## src/design/assert_macros.svh

```systemverilog
// Assertion macros used by the top level of the key extractor
`ifndef ASSERT_MACROS_SVH
`define ASSERT_MACROS_SVH
`ifndef SYNTHESIS
// Same-cycle implication under reset
`define QKFE_ASSERT_IMP(lbl, clk, rst_n, ante, cons) \
  lbl: assert property (@(posedge clk) disable iff (!rst_n) (ante) |-> (cons)) \
    else $error("qkfe: implication check failed");
// Next-cycle implication under reset
`define QKFE_ASSERT_NXT(lbl, clk, rst_n, ante, cons) \
  lbl: assert property (@(posedge clk) disable iff (!rst_n) (ante) |=> (cons)) \
    else $error("qkfe: next-cycle check failed");
`else
`define QKFE_ASSERT_IMP(lbl, clk, rst_n, ante, cons)
`define QKFE_ASSERT_NXT(lbl, clk, rst_n, ante, cons)
`endif
`endif

```

## src/design/qkfe_pkg.sv

```systemverilog
// Shared constants, types and helpers of the query key field extractor
`default_nettype none

package qkfe_pkg;

  // Value lengths and coordinate window
  localparam int SERIAL_CHARS = 16;
  localparam int DIGEST_CHARS = 32;
  localparam int COORD_WINDOW = 11;
  localparam int COORD_DEPTH  = COORD_WINDOW - 1;

  // Derived widths
  localparam int SER_W = $clog2(SERIAL_CHARS + 1);
  localparam int DIG_W = $clog2(DIGEST_CHARS + 1);
  localparam int CNT_W = $clog2(COORD_DEPTH + 1);
  localparam int IDX_W = (COORD_DEPTH > 1) ? $clog2(COORD_DEPTH) : 1;

  localparam int BYTE_W     = 8;
  localparam int HIST_BYTES = 5;
  localparam int CFG_W      = 10;
  localparam logic [CFG_W-1:0] CFG_RESET = 10'd64;
  localparam int OUT_TDATA_W = 24;

  // Field codes
  localparam logic [2:0] FIELD_SERIAL  = 3'd0;
  localparam logic [2:0] FIELD_DIGEST  = 3'd1;
  localparam logic [2:0] FIELD_X       = 3'd2;
  localparam logic [2:0] FIELD_Y       = 3'd3;
  localparam logic [2:0] FIELD_SUMMARY = 3'd4;

  // Request status codes
  localparam logic [1:0] STATUS_OK     = 2'd0;
  localparam logic [1:0] STATUS_NO_CMD = 2'd1;
  localparam logic [1:0] STATUS_SHORT  = 2'd2;

  // Coordinate terminators
  localparam logic [BYTE_W-1:0] CH_SPACE = 8'h20;
  localparam logic [BYTE_W-1:0] CH_AMP   = 8'h26;

  // Work left for the emitter by one input word
  typedef struct packed {
    logic              ser_v;
    logic              ser_done;
    logic              dig_v;
    logic              dig_done;
    logic [BYTE_W-1:0] data;
    logic [CNT_W-1:0]  x_n;
    logic [CNT_W-1:0]  y_n;
    logic              sum_v;
    logic [3:0]        mask;
    logic [1:0]        errs;
    logic [1:0]        status;
  } bundle_t;

  // Coordinate store read addresses from the emitter
  typedef struct packed {
    logic [IDX_W-1:0] x_idx;
    logic [IDX_W-1:0] y_idx;
  } coord_rd_t;

  // One result word
  typedef struct packed {
    logic [2:0]        code;
    logic [BYTE_W-1:0] value;
    logic              done;
    logic [3:0]        mask;
    logic [1:0]        errs;
    logic [1:0]        status;
    logic              last;
  } res_t;

  // Fold upper case letters to lower case
  function automatic logic [BYTE_W-1:0] fold_case(input logic [BYTE_W-1:0] b);
    logic [BYTE_W-1:0] r;
    r = b;
    if (b >= "A" && b <= "Z") begin
      r = b + 8'd32;
    end
    return r;
  endfunction

endpackage

`default_nettype wire

```

## src/design/query_key_field_extractor.sv

```systemverilog
// Top level of the query key field extractor
// Usage:
//   Request text enters on the s_axis channel, one character per word, with
//   s_axis_tlast_i high on the last character of a request. Results leave on
//   the m_axis channel: tuser carries the field code, tdata the value byte and
//   the summary fields, tlast marks the last result caused by one input word.
//   A word travels through an input register, a parse stage that updates the
//   matchers and loads the result emitter, and the output register; its first
//   result is presented once the emitter has passed it to the output register.
//   The emitter hands out one result per cycle while the receiver is ready, so a
//   word that causes at most one result lets the next word in every cycle. A word
//   that causes several results (serial and digest bytes, both coordinate values and
//   the summary, up to 23) holds the input until the emitter has handed out the last.
//   When the receiver stalls, the output register holds its word, the emitter
//   holds its pending results, and the input side stops once the input
//   register is full. cfg_wr_en_i writes the minimum byte count after the
//   command word; write it only while the block is idle.
//   Reset clears all matcher state, empties every stage and sets the
//   minimum byte count to 64. Coordinate stores are not cleared.
`default_nettype none
`include "assert_macros.svh"

module query_key_field_extractor import qkfe_pkg::*; (
  input  wire logic                   clk_i,
  input  wire logic                   rst_ni,
  // config: minimum byte count after the command word
  input  wire logic                   cfg_wr_en_i,
  input  wire logic [CFG_W-1:0]       cfg_wr_data_i,
  // input stream
  input  wire logic                   s_axis_tvalid_i,
  output      logic                   s_axis_tready_o,
  input  wire logic [BYTE_W-1:0]      s_axis_tdata_i,  // [7:0] data_byte
  input  wire logic                   s_axis_tlast_i,  // end_of_request
  // output stream
  output      logic                   m_axis_tvalid_o,
  input  wire logic                   m_axis_tready_i,
  // [7:0] value_byte, [8] field_done, [12:9] found_mask,
  // [14:13] coord_errors, [16:15] request_status, [23:17] zero
  output      logic [OUT_TDATA_W-1:0] m_axis_tdata_o,
  output      logic [2:0]             m_axis_tuser_o,  // field_code
  output      logic                   m_axis_tlast_o   // last_of_run
);

  logic              in_valid_q;
  logic [BYTE_W-1:0] in_data_q;
  logic              in_last_q;
  logic              s_accept;
  logic              step_go;
  logic              bundle_free;
  bundle_t           bundle;
  coord_rd_t         coord_rd;
  logic [BYTE_W-1:0] x_data, y_data;
  res_t              res;
  logic              res_summary;
  logic              res_value;
  logic              res_clean;
  logic              in_held;

  assign step_go         = in_valid_q && bundle_free;
  assign s_axis_tready_o = !in_valid_q || step_go;
  assign s_accept        = s_axis_tvalid_i && s_axis_tready_o;

  // Input register
  always_ff @(posedge clk_i or negedge rst_ni) begin
    if (!rst_ni) begin
      in_valid_q <= 1'b0;
    end else if (s_accept) begin
      in_valid_q <= 1'b1;
    end else if (step_go) begin
      in_valid_q <= 1'b0;
    end
  end

  always_ff @(posedge clk_i) begin
    if (s_accept) begin
      in_data_q <= s_axis_tdata_i;
      in_last_q <= s_axis_tlast_i;
    end
  end

  // Parse stage
  qkfe_parser u_parser (
    .clk_i         (clk_i),
    .rst_ni        (rst_ni),
    .cfg_wr_en_i   (cfg_wr_en_i),
    .cfg_wr_data_i (cfg_wr_data_i),
    .step_i        (step_go),
    .data_i        (in_data_q),
    .eor_i         (in_last_q),
    .rd_i          (coord_rd),
    .x_data_o      (x_data),
    .y_data_o      (y_data),
    .bundle_o      (bundle)
  );

  // Result emitter and output register
  qkfe_emitter u_emitter (
    .clk_i       (clk_i),
    .rst_ni      (rst_ni),
    .load_i      (step_go),
    .bundle_i    (bundle),
    .x_data_i    (x_data),
    .y_data_i    (y_data),
    .out_ready_i (m_axis_tready_i),
    .rd_o        (coord_rd),
    .free_o      (bundle_free),
    .out_valid_o (m_axis_tvalid_o),
    .res_o       (res)
  );

  // Pack the result word
  assign m_axis_tdata_o = {7'b0, res.status, res.errs, res.mask, res.done, res.value};
  assign m_axis_tuser_o = res.code;
  assign m_axis_tlast_o = res.last;

  // Checks
  assign res_summary = m_axis_tvalid_o && (res.code == FIELD_SUMMARY);
  assign res_value   = m_axis_tvalid_o && (res.code != FIELD_SUMMARY);
  assign res_clean   = (res.mask == 4'd0) && (res.errs == 2'd0) && (res.status == STATUS_OK);
  assign in_held     = in_valid_q && !step_go;

  `QKFE_ASSERT_IMP(a_summary_ends_run, clk_i, rst_ni, res_summary, res.last)
  `QKFE_ASSERT_NXT(a_in_word_held, clk_i, rst_ni, in_held, in_valid_q)
  `QKFE_ASSERT_IMP(a_value_no_summary, clk_i, rst_ni, res_value, res_clean)

endmodule

`default_nettype wire

```

## src/design/qkfe_parser.sv

```systemverilog
// Request parser: matchers, capture state and coordinate stores
`default_nettype none

module qkfe_parser import qkfe_pkg::*; (
  input  wire logic              clk_i,
  input  wire logic              rst_ni,
  input  wire logic              cfg_wr_en_i,
  input  wire logic [CFG_W-1:0]  cfg_wr_data_i,
  input  wire logic              step_i,
  input  wire logic [BYTE_W-1:0] data_i,
  input  wire logic              eor_i,
  input  wire coord_rd_t         rd_i,
  output      logic [BYTE_W-1:0] x_data_o,
  output      logic [BYTE_W-1:0] y_data_o,
  output      bundle_t           bundle_o
);

  localparam logic [CFG_W-1:0] BSC_MAX  = {CFG_W{1'b1}};
  localparam logic [CFG_W-1:0] LONG_MIN = CFG_W'(7);
  localparam logic [CFG_W-1:0] MD5_MIN  = CFG_W'(4);

  logic [CFG_W-1:0] min_q;
  logic [HIST_BYTES-1:0][BYTE_W-1:0] recent_q, recent_d;
  logic cmd_seen_q, cmd_seen_d;
  logic [CFG_W-1:0] bsc_q, bsc_d;
  logic [SER_W-1:0] ser_rem_q, ser_rem_d;
  logic [DIG_W-1:0] dig_rem_q, dig_rem_d;
  logic [CNT_W-1:0] x_cnt_q, x_cnt_d, y_cnt_q, y_cnt_d;
  logic [3:0] found_q, found_d;
  logic [1:0] err_q, err_d;
  logic [3:0] hit_q, hit_d;
  logic [3:0] skip_q, skip_d;
  logic [1:0] act_q, act_d;
  logic x_we, y_we;
  logic [BYTE_W-1:0] x_store [COORD_DEPTH];
  logic [BYTE_W-1:0] y_store [COORD_DEPTH];
  logic [5:0][BYTE_W-1:0] win;
  logic term;
  logic cmd_hit, ser_hit, md5_hit, x_hit, y_hit;
  bundle_t bnd;

  // Folded view of the last six bytes, newest first
  always_comb begin
    win[0] = fold_case(data_i);
    for (int i = 1; i < 6; i++) begin
      win[i] = fold_case(recent_q[i-1]);
    end
  end

  assign term = (data_i == CH_SPACE) || (data_i == CH_AMP);

  // Word compares
  assign cmd_hit = (win[4] == "n") && (win[3] == "a") && (win[2] == "v") &&
                   (win[1] == "t") && (win[0] == "o");
  assign ser_hit = (win[5] == "s") && (win[4] == "e") && (win[3] == "r") &&
                   (win[2] == "i") && (win[1] == "a") && (win[0] == "l");
  assign md5_hit = (win[2] == "m") && (win[1] == "d") && (data_i == "5");
  assign x_hit   = (win[5] == "x") && (win[4] == "b") && (win[3] == "a") &&
                   (win[2] == "i") && (win[1] == "d") && (win[0] == "u");
  assign y_hit   = (win[5] == "y") && (win[4] == "b") && (win[3] == "a") &&
                   (win[2] == "i") && (win[1] == "d") && (win[0] == "u");

  // Next state and emitter work for one word
  always_comb begin
    recent_d   = recent_q;
    cmd_seen_d = cmd_seen_q;
    bsc_d      = bsc_q;
    ser_rem_d  = ser_rem_q;
    dig_rem_d  = dig_rem_q;
    x_cnt_d    = x_cnt_q;
    y_cnt_d    = y_cnt_q;
    found_d    = found_q;
    err_d      = err_q;
    hit_d      = hit_q;
    skip_d     = skip_q;
    act_d      = act_q;
    x_we       = 1'b0;
    y_we       = 1'b0;
    bnd        = '0;
    bnd.data   = data_i;

    if (step_i) begin
      recent_d = {recent_q[HIST_BYTES-2:0], data_i};

      // Serial value
      if (ser_rem_q != '0) begin
        bnd.ser_v    = 1'b1;
        bnd.ser_done = (ser_rem_q == SER_W'(1));
        ser_rem_d    = ser_rem_q - SER_W'(1);
        if (ser_rem_q == SER_W'(1)) begin
          found_d[0] = 1'b1;
        end
      end else if (skip_q[0]) begin
        skip_d[0] = 1'b0;
        ser_rem_d = SER_W'(SERIAL_CHARS);
      end

      // Digest value
      if (dig_rem_q != '0) begin
        bnd.dig_v    = 1'b1;
        bnd.dig_done = (dig_rem_q == DIG_W'(1));
        dig_rem_d    = dig_rem_q - DIG_W'(1);
        if (dig_rem_q == DIG_W'(1)) begin
          found_d[1] = 1'b1;
        end
      end else if (skip_q[1]) begin
        skip_d[1] = 1'b0;
        dig_rem_d = DIG_W'(DIGEST_CHARS);
      end

      // X coordinate capture
      if (act_q[0]) begin
        if (term) begin
          bnd.x_n    = x_cnt_q;
          found_d[2] = 1'b1;
          act_d[0]   = 1'b0;
        end else if (x_cnt_q < CNT_W'(COORD_DEPTH)) begin
          x_we    = 1'b1;
          x_cnt_d = x_cnt_q + CNT_W'(1);
        end else begin
          err_d[0] = 1'b1;
          act_d[0] = 1'b0;
        end
      end else if (skip_q[2]) begin
        skip_d[2] = 1'b0;
        act_d[0]  = 1'b1;
        x_cnt_d   = '0;
      end

      // Y coordinate capture
      if (act_q[1]) begin
        if (term) begin
          bnd.y_n    = y_cnt_q;
          found_d[3] = 1'b1;
          act_d[1]   = 1'b0;
        end else if (y_cnt_q < CNT_W'(COORD_DEPTH)) begin
          y_we    = 1'b1;
          y_cnt_d = y_cnt_q + CNT_W'(1);
        end else begin
          err_d[1] = 1'b1;
          act_d[1] = 1'b0;
        end
      end else if (skip_q[3]) begin
        skip_d[3] = 1'b0;
        act_d[1]  = 1'b1;
        y_cnt_d   = '0;
      end

      // Command word, then first hit of each key
      if (cmd_seen_q) begin
        if (bsc_q != BSC_MAX) begin
          bsc_d = bsc_q + CFG_W'(1);
        end
        if (!hit_q[0] && ser_hit && (bsc_d >= LONG_MIN)) begin
          hit_d[0]  = 1'b1;
          skip_d[0] = 1'b1;
        end
        if (!hit_q[1] && md5_hit && (bsc_d >= MD5_MIN)) begin
          hit_d[1]  = 1'b1;
          skip_d[1] = 1'b1;
        end
        if (!hit_q[2] && x_hit && (bsc_d >= LONG_MIN)) begin
          hit_d[2]  = 1'b1;
          skip_d[2] = 1'b1;
        end
        if (!hit_q[3] && y_hit && (bsc_d >= LONG_MIN)) begin
          hit_d[3]  = 1'b1;
          skip_d[3] = 1'b1;
        end
      end else if (cmd_hit) begin
        cmd_seen_d = 1'b1;
        bsc_d      = '0;
      end

      // Summary, then restart for the next request
      if (eor_i) begin
        bnd.sum_v = 1'b1;
        bnd.mask  = found_d;
        bnd.errs  = err_d;
        if (!cmd_seen_d) begin
          bnd.status = STATUS_NO_CMD;
        end else if (bsc_d <= min_q) begin
          bnd.status = STATUS_SHORT;
        end else begin
          bnd.status = STATUS_OK;
        end
        recent_d   = '0;
        cmd_seen_d = 1'b0;
        bsc_d      = '0;
        ser_rem_d  = '0;
        dig_rem_d  = '0;
        x_cnt_d    = '0;
        y_cnt_d    = '0;
        found_d    = '0;
        err_d      = '0;
        hit_d      = '0;
        skip_d     = '0;
        act_d      = '0;
      end
    end
  end

  assign bundle_o = bnd;

  // Control state
  always_ff @(posedge clk_i or negedge rst_ni) begin
    if (!rst_ni) begin
      min_q      <= CFG_RESET;
      recent_q   <= '0;
      cmd_seen_q <= 1'b0;
      bsc_q      <= '0;
      ser_rem_q  <= '0;
      dig_rem_q  <= '0;
      x_cnt_q    <= '0;
      y_cnt_q    <= '0;
      found_q    <= '0;
      err_q      <= '0;
      hit_q      <= '0;
      skip_q     <= '0;
      act_q      <= '0;
    end else begin
      if (cfg_wr_en_i) begin
        min_q <= cfg_wr_data_i;
      end
      recent_q   <= recent_d;
      cmd_seen_q <= cmd_seen_d;
      bsc_q      <= bsc_d;
      ser_rem_q  <= ser_rem_d;
      dig_rem_q  <= dig_rem_d;
      x_cnt_q    <= x_cnt_d;
      y_cnt_q    <= y_cnt_d;
      found_q    <= found_d;
      err_q      <= err_d;
      hit_q      <= hit_d;
      skip_q     <= skip_d;
      act_q      <= act_d;
    end
  end

  // Coordinate stores, no reset
  always_ff @(posedge clk_i) begin
    if (x_we) begin
      x_store[x_cnt_q[IDX_W-1:0]] <= data_i;
    end
    if (y_we) begin
      y_store[y_cnt_q[IDX_W-1:0]] <= data_i;
    end
  end

  assign x_data_o = x_store[rd_i.x_idx];
  assign y_data_o = y_store[rd_i.y_idx];

endmodule

`default_nettype wire

```

## src/design/qkfe_emitter.sv

```systemverilog
// Result emitter: holds one word's pending results and feeds the output register
`default_nettype none

module qkfe_emitter import qkfe_pkg::*; (
  input  wire logic              clk_i,
  input  wire logic              rst_ni,
  input  wire logic              load_i,
  input  wire bundle_t           bundle_i,
  input  wire logic [BYTE_W-1:0] x_data_i,
  input  wire logic [BYTE_W-1:0] y_data_i,
  input  wire logic              out_ready_i,
  output      coord_rd_t         rd_o,
  output      logic              free_o,
  output      logic              out_valid_o,
  output      res_t              res_o
);

  bundle_t bnd_q;
  logic [CNT_W-1:0] x_i_q, y_i_q;
  logic [CNT_W-1:0] x_i_nx, y_i_nx;
  logic x_pend, y_pend;
  logic pick_v;
  res_t pick;
  logic out_load;
  logic out_valid_q;
  res_t res_q;

  assign x_pend = (x_i_q != bnd_q.x_n);
  assign y_pend = (y_i_q != bnd_q.y_n);
  assign x_i_nx = x_i_q + CNT_W'(1);
  assign y_i_nx = y_i_q + CNT_W'(1);

  assign rd_o.x_idx = x_i_q[IDX_W-1:0];
  assign rd_o.y_idx = y_i_q[IDX_W-1:0];

  // Pick the next pending result in field order
  always_comb begin
    pick   = '0;
    pick_v = 1'b1;
    if (bnd_q.ser_v) begin
      pick.code  = FIELD_SERIAL;
      pick.value = bnd_q.data;
      pick.done  = bnd_q.ser_done;
      pick.last  = !bnd_q.dig_v && !x_pend && !y_pend && !bnd_q.sum_v;
    end else if (bnd_q.dig_v) begin
      pick.code  = FIELD_DIGEST;
      pick.value = bnd_q.data;
      pick.done  = bnd_q.dig_done;
      pick.last  = !x_pend && !y_pend && !bnd_q.sum_v;
    end else if (x_pend) begin
      pick.code  = FIELD_X;
      pick.value = x_data_i;
      pick.done  = (x_i_nx == bnd_q.x_n);
      pick.last  = (x_i_nx == bnd_q.x_n) && !y_pend && !bnd_q.sum_v;
    end else if (y_pend) begin
      pick.code  = FIELD_Y;
      pick.value = y_data_i;
      pick.done  = (y_i_nx == bnd_q.y_n);
      pick.last  = (y_i_nx == bnd_q.y_n) && !bnd_q.sum_v;
    end else if (bnd_q.sum_v) begin
      pick.code   = FIELD_SUMMARY;
      pick.mask   = bnd_q.mask;
      pick.errs   = bnd_q.errs;
      pick.status = bnd_q.status;
      pick.last   = 1'b1;
    end else begin
      pick_v = 1'b0;
    end
  end

  assign out_load = pick_v && (!out_valid_q || out_ready_i);
  assign free_o   = !pick_v || (out_load && pick.last);

  // Advance through pending results, or take a new word
  always_ff @(posedge clk_i or negedge rst_ni) begin
    if (!rst_ni) begin
      bnd_q <= '0;
      x_i_q <= '0;
      y_i_q <= '0;
    end else if (load_i) begin
      bnd_q <= bundle_i;
      x_i_q <= '0;
      y_i_q <= '0;
    end else if (out_load) begin
      if (bnd_q.ser_v) begin
        bnd_q.ser_v <= 1'b0;
      end else if (bnd_q.dig_v) begin
        bnd_q.dig_v <= 1'b0;
      end else if (x_pend) begin
        x_i_q <= x_i_nx;
      end else if (y_pend) begin
        y_i_q <= y_i_nx;
      end else begin
        bnd_q.sum_v <= 1'b0;
      end
    end
  end

  // Output register
  always_ff @(posedge clk_i or negedge rst_ni) begin
    if (!rst_ni) begin
      out_valid_q <= 1'b0;
    end else if (out_load) begin
      out_valid_q <= 1'b1;
    end else if (out_ready_i) begin
      out_valid_q <= 1'b0;
    end
  end

  always_ff @(posedge clk_i) begin
    if (out_load) begin
      res_q <= pick;
    end
  end

  assign out_valid_o = out_valid_q;
  assign res_o       = res_q;

endmodule

`default_nettype wire
```

## config.mk

```make
export PLATFORM = sky130hd
export DESIGN_NAME = query_key_field_extractor
export DESIGN_NICKNAME = d
export VERILOG_FILES = /design/src/design/qkfe_pkg.sv /design/src/design/query_key_field_extractor.sv /design/src/design/qkfe_parser.sv /design/src/design/qkfe_emitter.sv
export VERILOG_INCLUDE_DIRS = /design/src /design/src/design
export SDC_FILE = /design/constraint.sdc
export NUM_CORES = 1
export LEC_CHECK = 0
export BUFFER_PORTS_ARGS = -buffer_cell sky130_fd_sc_hd__buf_2
export CAP_MARGIN = 25
export CORE_ASPECT_RATIO = 1.25
export CORE_UTILIZATION = 35
export CTS_CLUSTER_DIAMETER = 60
export CTS_CLUSTER_SIZE = 10
export DETAILED_ROUTE_END_ITERATION = 6
export PLACE_DENSITY = 0.57
export RECOVER_POWER = 100
export SYNTH_ARGS = -nofsm -noshare
export SYNTH_HDL_FRONTEND = slang
export SYNTH_SLANG_ARGS = --single-unit
```

## constraint.sdc

```tcl
create_clock -name clk_i -period 7.1 [get_ports clk_i]
set_clock_uncertainty 0.15 [all_clocks]
set_input_delay 0.355 -clock clk_i [delete_from_list [all_inputs] [get_ports clk_i]]
set_output_delay 0.355 -clock clk_i [all_outputs]
set_load 0.05 [all_outputs]
```

### Word-level counts from Yosys, hierarchy flattened

Memory sizes are Yosys's and may differ from the RTL's.
Index checks and enable logic that the tools add are counted.

| storage, ports and cells | value |
|---|---|
| bits in registers | 165 |
| RAM bits | 160 |
| bits of input ports | 24 |
| output and inout port bits | 30 |
| word-level logic and storage cells | 341 |
| memories | 2 |

| operators by class | value |
|---|---|
| $add $sub $neg | 13 |
| $lt $le $gt $ge | 17 |
| eq/ne operators | 35 |
| muxes and demuxes | 134 |
| bitwise gates (word level) | 1 |
| reductions and logical operators | 93 |

Memory list:

| memory | words | width | rd ports | clocked after memory_dff | wr ports | RTL line | text |
|---|---|---|---|---|---|---|---|
| u_parser.x_store | 10 | 8 | 1 | 0 | 1 | qkfe_parser.sv:35 | `logic [BYTE_W-1:0] x_store [COORD_DEPTH];` |
| u_parser.y_store | 10 | 8 | 1 | 0 | 1 | qkfe_parser.sv:36 | `logic [BYTE_W-1:0] y_store [COORD_DEPTH];` |

Operator list:

| kind | number |
|---|---|
| == test 8 x 7 -> 1 bit (second input constant) | 17 |
| 2-to-1 mux 4 bit | 30 |
| 2-to-1 mux 10 bit | 8 |
| 2-to-1 mux 1 bit | 71 |
| adder 8 x 6 -> 8 bit (second input constant) | 6 |
| greater-or-equal comparator 8 x 7 -> 1 bit (second input constant) | 6 |
| less-or-equal comparator 8 x 7 -> 1 bit (second input constant) | 6 |
| 2-to-1 mux 8 bit | 6 |
| logical AND 1 bit | 47 |
| 2-to-1 mux 40 bit | 1 |
| 2-to-1 mux 9 bit | 3 |
| == test 8 x 6 -> 1 bit (second input constant) | 3 |
| greater-or-equal comparator 10 x 3 -> 1 bit (second input constant) | 2 |
| nonzero test 2 bit | 10 |
| 2-to-1 mux 6 bit | 3 |
| adder 4 x 1 -> 4 bit (second input constant) | 4 |
| 2-to-1 mux 5 bit | 3 |
| 2-to-1 mux 2 bit | 7 |
| != test 3 bit (second input constant) | 4 |
| AND reduction 3 bit | 4 |
| AND reduction 4 bit | 3 |
| nonzero test 3 bit | 4 |
| logical NOT 1 bit | 11 |
| 2-to-1 mux 11 bit | 1 |
| other kinds (21) | 33 |

### Logic depth before layout (Yosys ltp)

| depth | value |
|---|---|
| depth after elaboration | 18 |
| gate-level depth with buffers | 16 |

### Modules after synthesis

Synthesis repeated with hierarchy kept, for this count alone.

| unflattened totals | value |
|---|---|
| cell total of the unflattened synthesis | 1207 |
| area, all modules | 15084.5 um2 |

Modules (own cells, without submodules):

| module | times used | cells an instance | area an instance (um2) | seq. area each (um2) |
|---|---|---|---|---|
| qkfe_parser | 1 | 969 | 11964.0 | 7208.2 |
| qkfe_emitter | 1 | 216 | 2733.9 | 1581.5 |
| query_key_field_extractor | 1 | 22 | 386.6 | 295.3 |

### Least setup slack after synthesis

No wires, ideal clock.

| timing path | value |
|---|---|
| path kind | reg2reg |
| start | register in_data_q[5] |
| end | register u_emitter.bnd_q[1] (netlist bit) |
| setup time | 0.066 ns |
| arrival time | 3.255 ns |
| path slack | 3.628 ns |
| stages on the path, launching flop included | 17 |
| cell sequence | edfxtp_1 -> ha_1 -> nor2b_1 -> o22ai_1 -> nor3_1 -> nand2_1 -> nor4_4 -> or2_1 -> clkbuf_1 -> o21ai_0 -> ha_1 -> a21oi_1 -> nor2_1 -> a211oi_1 -> o21ai_0 -> o31ai_1 -> a41o_1 |

| between the ends | value |
|---|---|
| word-level cells in the longest chain between the ends | 12 |
| elaborated cells on any way between the ends | 17 |
| classes of those cells | add/sub: 1; order compare: 3; eq/ne: 1; mux: 10; reduce/logical: 2 |

RTL lines:

| element | RTL line | text |
|---|---|---|
| from (decl) | query_key_field_extractor.sv:45 | `logic [BYTE_W-1:0] in_data_q;` |
| from (signal assigned) | query_key_field_extractor.sv:76 | `in_data_q <= s_axis_tdata_i;` |
| greater-or-equal comparator 8 x 7 -> 1 bit / less-or-equal comparator 8 x 7 -> 1 bit (equally long branches) | qkfe_pkg.sv:76 | `if (b >= "A" && b <= "Z") begin` |
| logical AND 1 bit | qkfe_pkg.sv:76 |  |
| 2-to-1 mux 8 bit * | qkfe_pkg.sv:76 |  |
| == test 8 x 7 -> 1 bit * | qkfe_parser.sv:54 | `(win[1] == "t") && (win[0] == "o");` |
| logical AND 1 bit * | qkfe_parser.sv:54 |  |
| 2-to-1 mux 10 bit | qkfe_parser.sv:170 | `end else if (cmd_hit) begin` |
| 2-to-1 mux 10 bit | qkfe_parser.sv:150 | `if (cmd_seen_q) begin` |
| 2-to-1 mux 10 bit | qkfe_parser.sv:82 | `if (step_i) begin` |
| less-or-equal comparator 10 bit | qkfe_parser.sv:182 | `end else if (bsc_d <= min_q) begin` |
| 2-to-1 mux 2 bit | qkfe_parser.sv:182 |  |
| 2-to-1 mux 2 bit * | qkfe_parser.sv:180 | `if (!cmd_seen_d) begin` |
| 2-to-1 mux 9 bit * | qkfe_parser.sv:176 | `if (eor_i) begin` |
| to (signal assigned) | qkfe_emitter.sv:81 | `bnd_q <= bundle_i;` |
| to (decl) | qkfe_emitter.sv:18 | `bundle_t bnd_q;` |

Mark *: on every way between the ends. The rest lies on a longest branch, timed or not. The select of a mux whose other input is x is not followed.
A chain may end at the register's enable or synchronous reset.

### Final worst setup path

| timing path | value |
|---|---|
| start | register u_emitter.y_i_q[1] |
| end | memory u_parser.y_store[5][0] (enable) |

| between the ends | value |
|---|---|
| word-level cells in the longest chain between the ends | 13 |
| elaborated cells on any way between the ends | 27 |
| classes of those cells | add/sub: 1; eq/ne: 2; mux: 11; reduce/logical: 13 |

RTL lines:

| element | RTL line | text |
|---|---|---|
| from (decl) | qkfe_emitter.sv:19 | `logic [CNT_W-1:0] x_i_q, y_i_q;` |
| from (signal assigned) | qkfe_emitter.sv:92 | `y_i_q <= y_i_nx;` |
| adder 4 x 1 -> 4 bit / != test 4 bit (equally long branches) | qkfe_emitter.sv:31, qkfe_emitter.sv:29 |  |
| == test 4 bit / logical NOT 1 bit (equally long branches) | - |  |
| logical AND 1 bit (on tied branches) | qkfe_emitter.sv:59, qkfe_emitter.sv:54 |  |
| 2-to-1 mux 1 bit / logical AND 1 bit (equally long branches) | qkfe_emitter.sv:55, qkfe_emitter.sv:54 |  |
| 2-to-1 mux 1 bit | qkfe_emitter.sv:50 | `end else if (x_pend) begin` |
| 2-to-1 mux 1 bit | qkfe_emitter.sv:45 | `end else if (bnd_q.dig_v) begin` |
| 2-to-1 mux 1 bit | qkfe_emitter.sv:40 | `if (bnd_q.ser_v) begin` |
| logical AND 1 bit | qkfe_emitter.sv:72 | `assign free_o = !pick_v \|\| (out_load && pick.last);` |
| logical OR 1 bit * | qkfe_emitter.sv:72 |  |
| logical AND 1 bit * | query_key_field_extractor.sv:59 | `assign step_go = in_valid_q && bundle_free;` |
| 2-to-1 mux 1 bit * | qkfe_parser.sv:82 |  |
| 2-to-1 mux 1 bit * | qkfe_parser.sv:245 | `if (y_we) begin` |
| 2-to-1 mux 1 bit (not written as such) * | qkfe_parser.sv:246 | `y_store[y_cnt_q[IDX_W-1:0]] <= data_i;` |
| to (decl) | qkfe_parser.sv:36 |  |

Mark *: on every way between the ends. The rest lies on a longest branch, timed or not.

==> flow_summary.yaml <==
floorplan:
  die_y_um: 235
  die_area_mm2: 0.0442
  pin_count: 54
  start_util: 0.358
  coreArea_mm2: 0.0424
  rows: 84
  die_w_um: 188
run:
  cap_violations: 4
route:
  drc: 0
  drt-initial-drc-count: 664
  antenna_left: 0
  dr_total_vias: 9674
  routedWlPerCell_um: 19.4
  routed_via_density: 5.28
  wl_mm: 35.6
  dr.pass1.iters: 5
clock_network:
  cts_buffer_depth: 3
  root_buffer: "clkbuf_16"
  cts_setup_buffers: 0
  cts.sink_count: 325
  clk_pin_slew_ps: 60
  cts_resized: 0
  clk_latency_ps: 530
  htreeDepth: 2
  cts_tree: "built"
  cts_hold_buf: 21
  cts_buffers: 40
placement:
  dpl_cell_area_mm2: 0.0159
  place_congestion: 0.846
  portBuffers: 46
  dp_hpwl_mm: 22.7
layout:
  ff_latch_area_mm2: 0.00908
  fin_area_mm2: 0.0172
  synthToLayoutAreaGrowth_pct: 13.2
  fillers: 3967
  mostFrequentLayoutCells: "edfxtp_1 (190), dfrtp_1 (134), nor2_1 (59), nand2_1 (57), o21ai_0 (57)"
  nets: 1299
  multiInputGateArea_mm2: 0.00546
  antenna_cells: 0
  layout-drive-gt1-share: 0.115
  layout_commonest_cell: "edfxtp_1"
yosys:
  synth-async-reset-ratio: 0.415
  synth_area_leader_cell: "edfxtp_1"
  synth_edf_count: 190
  synth_cell_type_count: 86
  yosysTopAreaCellShare: 0.376
  avgSynthCellArea_um2: 12.8
  syn_inst: 1185
  ys_seq_area_frac: 0.599
  ys_ff_latch: 325
  ys_warn_count: 0
  ys.flop_type: "edfxtp_1"
  netlist_area_mm2: 0.0152
  synth.area.top_cells: "edfxtp_1 (38%), dfrtp_1 (22%), mux4_2 (4.8%), ha_1 (2.6%), a21o_1 (2.4%)"
timing:
  tns_ps: 0
  fmax_mhz: 190
  slew_violations: 139
  tightest_slew_ps: 3010
  setup_viol: 0
  fin_crit_ps: 5270
  finalCritPeriodShare: 0.742
  rsz0062_at_grt: "no"
  slew_headroom: -1.01
  hold_viol: 0
pwr:
  seqPwrFrac: 0.430
  internal-power_mw: 3.85
  fin_total_pwr_mw: 5.89
  p_switching_mw: 2.04
  ir_worst_vdd_v: 0.000266
  p_leak_nw: 6.85
  p_sw_frac: 0.346
  comb_power_share: 0.249
  powerDensity_mw_per_mm2: 343
  clock_power_share: 0.321
grt:
  grt_pass1_wl_mm: 56.4
  first_global_vias: 9784
  antenna_found_initial: 0
  grtUsageTotal: 0.163
  grt_max_degree: 87
  grt_overflow: 0
critical_path:
  crit_required_ps: 7120
  worstSetupEndpointType: "flop"
  start_kind: "flop"
  worstSetupPathType: "reg -> reg"
  path_max_fanout: 20
  arrival_ps: 5290
worst_hold_path:
  min_path_type: "in -> reg"
run_status:
  violations: "max-capacitance violations, max-slew violations"
  outcome: "complete, but fails checks"
cell type report:
| class | instances | area share |
|---|---|---|
| clock buffers | 65 | 0.0686 |
| clock inverters | 5 | 0.00248 |
| inverters | 50 | 0.0109 |
| multi-input cells | 740 | 0.318 |
| flip-flops and latches | 325 | 0.529 |
| well taps | 559 | 0.0407 |
| repair buffers | 87 | 0.0305 |
Yosys cell counts (all sizes together), types with 3 or more instances:
cell type  count
mux4          32
or3           10
o22ai          4
a21oi         57
nand2         58
and4          13
nand2b         5
nand4         17
and4b          5
a211oi        28
a211o          5
and3          47
ha            31
nor3          25
a21o          48
buf           40
nor2b         26
or4            4
nor3b         10
mux2          11
o21a           3
nor4b          5
nor4          15
mux2i         24
o211ai        11
inv           49
o31ai          7
edfxtp       190
xor2          12
clkbuf        36
and4bb         4
or2            3
xnor2         11
dfrtp        134
nor2          60
nand3         24
a31o           7
and2          18
o311ai         4
o21ai         59
power by group through the flow:
stage / Sequential (mW) / Combinational, mW / Clock (mW)
2_1_floorplan: 2.71 / 0.939 / 0
3_3_place_gp: 2.56 / 1.50 / 0
3_5_place_dp: 2.56 / 1.52 / 0
4_1_cts: 2.53 / 1.53 / 1.93
5_1_grt: 2.56 / 1.62 / 2.00
6_report: 2.53 / 1.47 / 1.89
metal layers:
metal	track usage	share of wire	vias up
met1	0.210	0.44	4825
met4	0.0623	0.030	0
met3	0.0264	0.036	69
met5	0	0	-
met2	0.273	0.49	213
li1	-	-	4567
state kept, by name (all words and copies together) (netlist names), 6 cells and up:
name and flops:
u_parser.recent_q 40, u_parser.bsc_q 10, u_parser.x_store 80, u_parser.min_q 10, in_data_q 8, u_parser.dig_rem_q 6, u_parser.y_store 80, u_emitter.res_o 21
u_emitter.bnd_q 29
worst max-delay path: stages, from the launching register on:
cell and delay (ps):
dfrtp_1 950, xor2_1 150, nor4_1 880, nand2_1 200
nor4_1 920, inv_1 260, a211oi_1 770, and4b_1 620
stage by stage:
stage               std cells   util  hold WS (ps)  setup slack, ps
CTS                      1829  0.408          14.0             2820
floorplan                1191      -         -90.6             3630
global route             1831  0.406          62.8             1370
global placement         1738  0.375           324             3140
detailed placement       1738  0.375           330             3020
finish                   1831  0.406          32.4             1830
logic make-up (layout without fill, tap and decap cells):
logic type / count (synthesis) / in the layout / share of synthesized area
mux: 67 / 67 / 0.0715
compound gates: 254 / 254 / 0.113
buf+inv: 126 / 207 / 0.0393
xor+xnor: 24 / 24 / 0.0153
simple gates: 357 / 357 / 0.137
fa+ha+maj: 31 / 31 / 0.0256
other cells: 1 / 7 / 0.000247
flops: 325 / 325 / 0.599
worst paths after layout:
kind,start,end,slack [ps],cells after the start
setup / recovery,u_emitter.y_i_q[1],u_parser.y_store[5][0],1830,7
hold / removal,cfg_wr_en_i,u_parser.min_q[6],30,3
setup reg to reg,u_emitter.y_i_q[1],u_parser.y_store[5][0],1830,7
hold reg to reg,u_parser.recent_q[36],u_parser.recent_q[36],340,1
max in group asynchronous,rst_ni,u_emitter.bnd_q[5],3160,3
min in group asynchronous,rst_ni,u_parser.recent_q[20],320,2
Note: power is estimated with default switching activity, not from simulation.
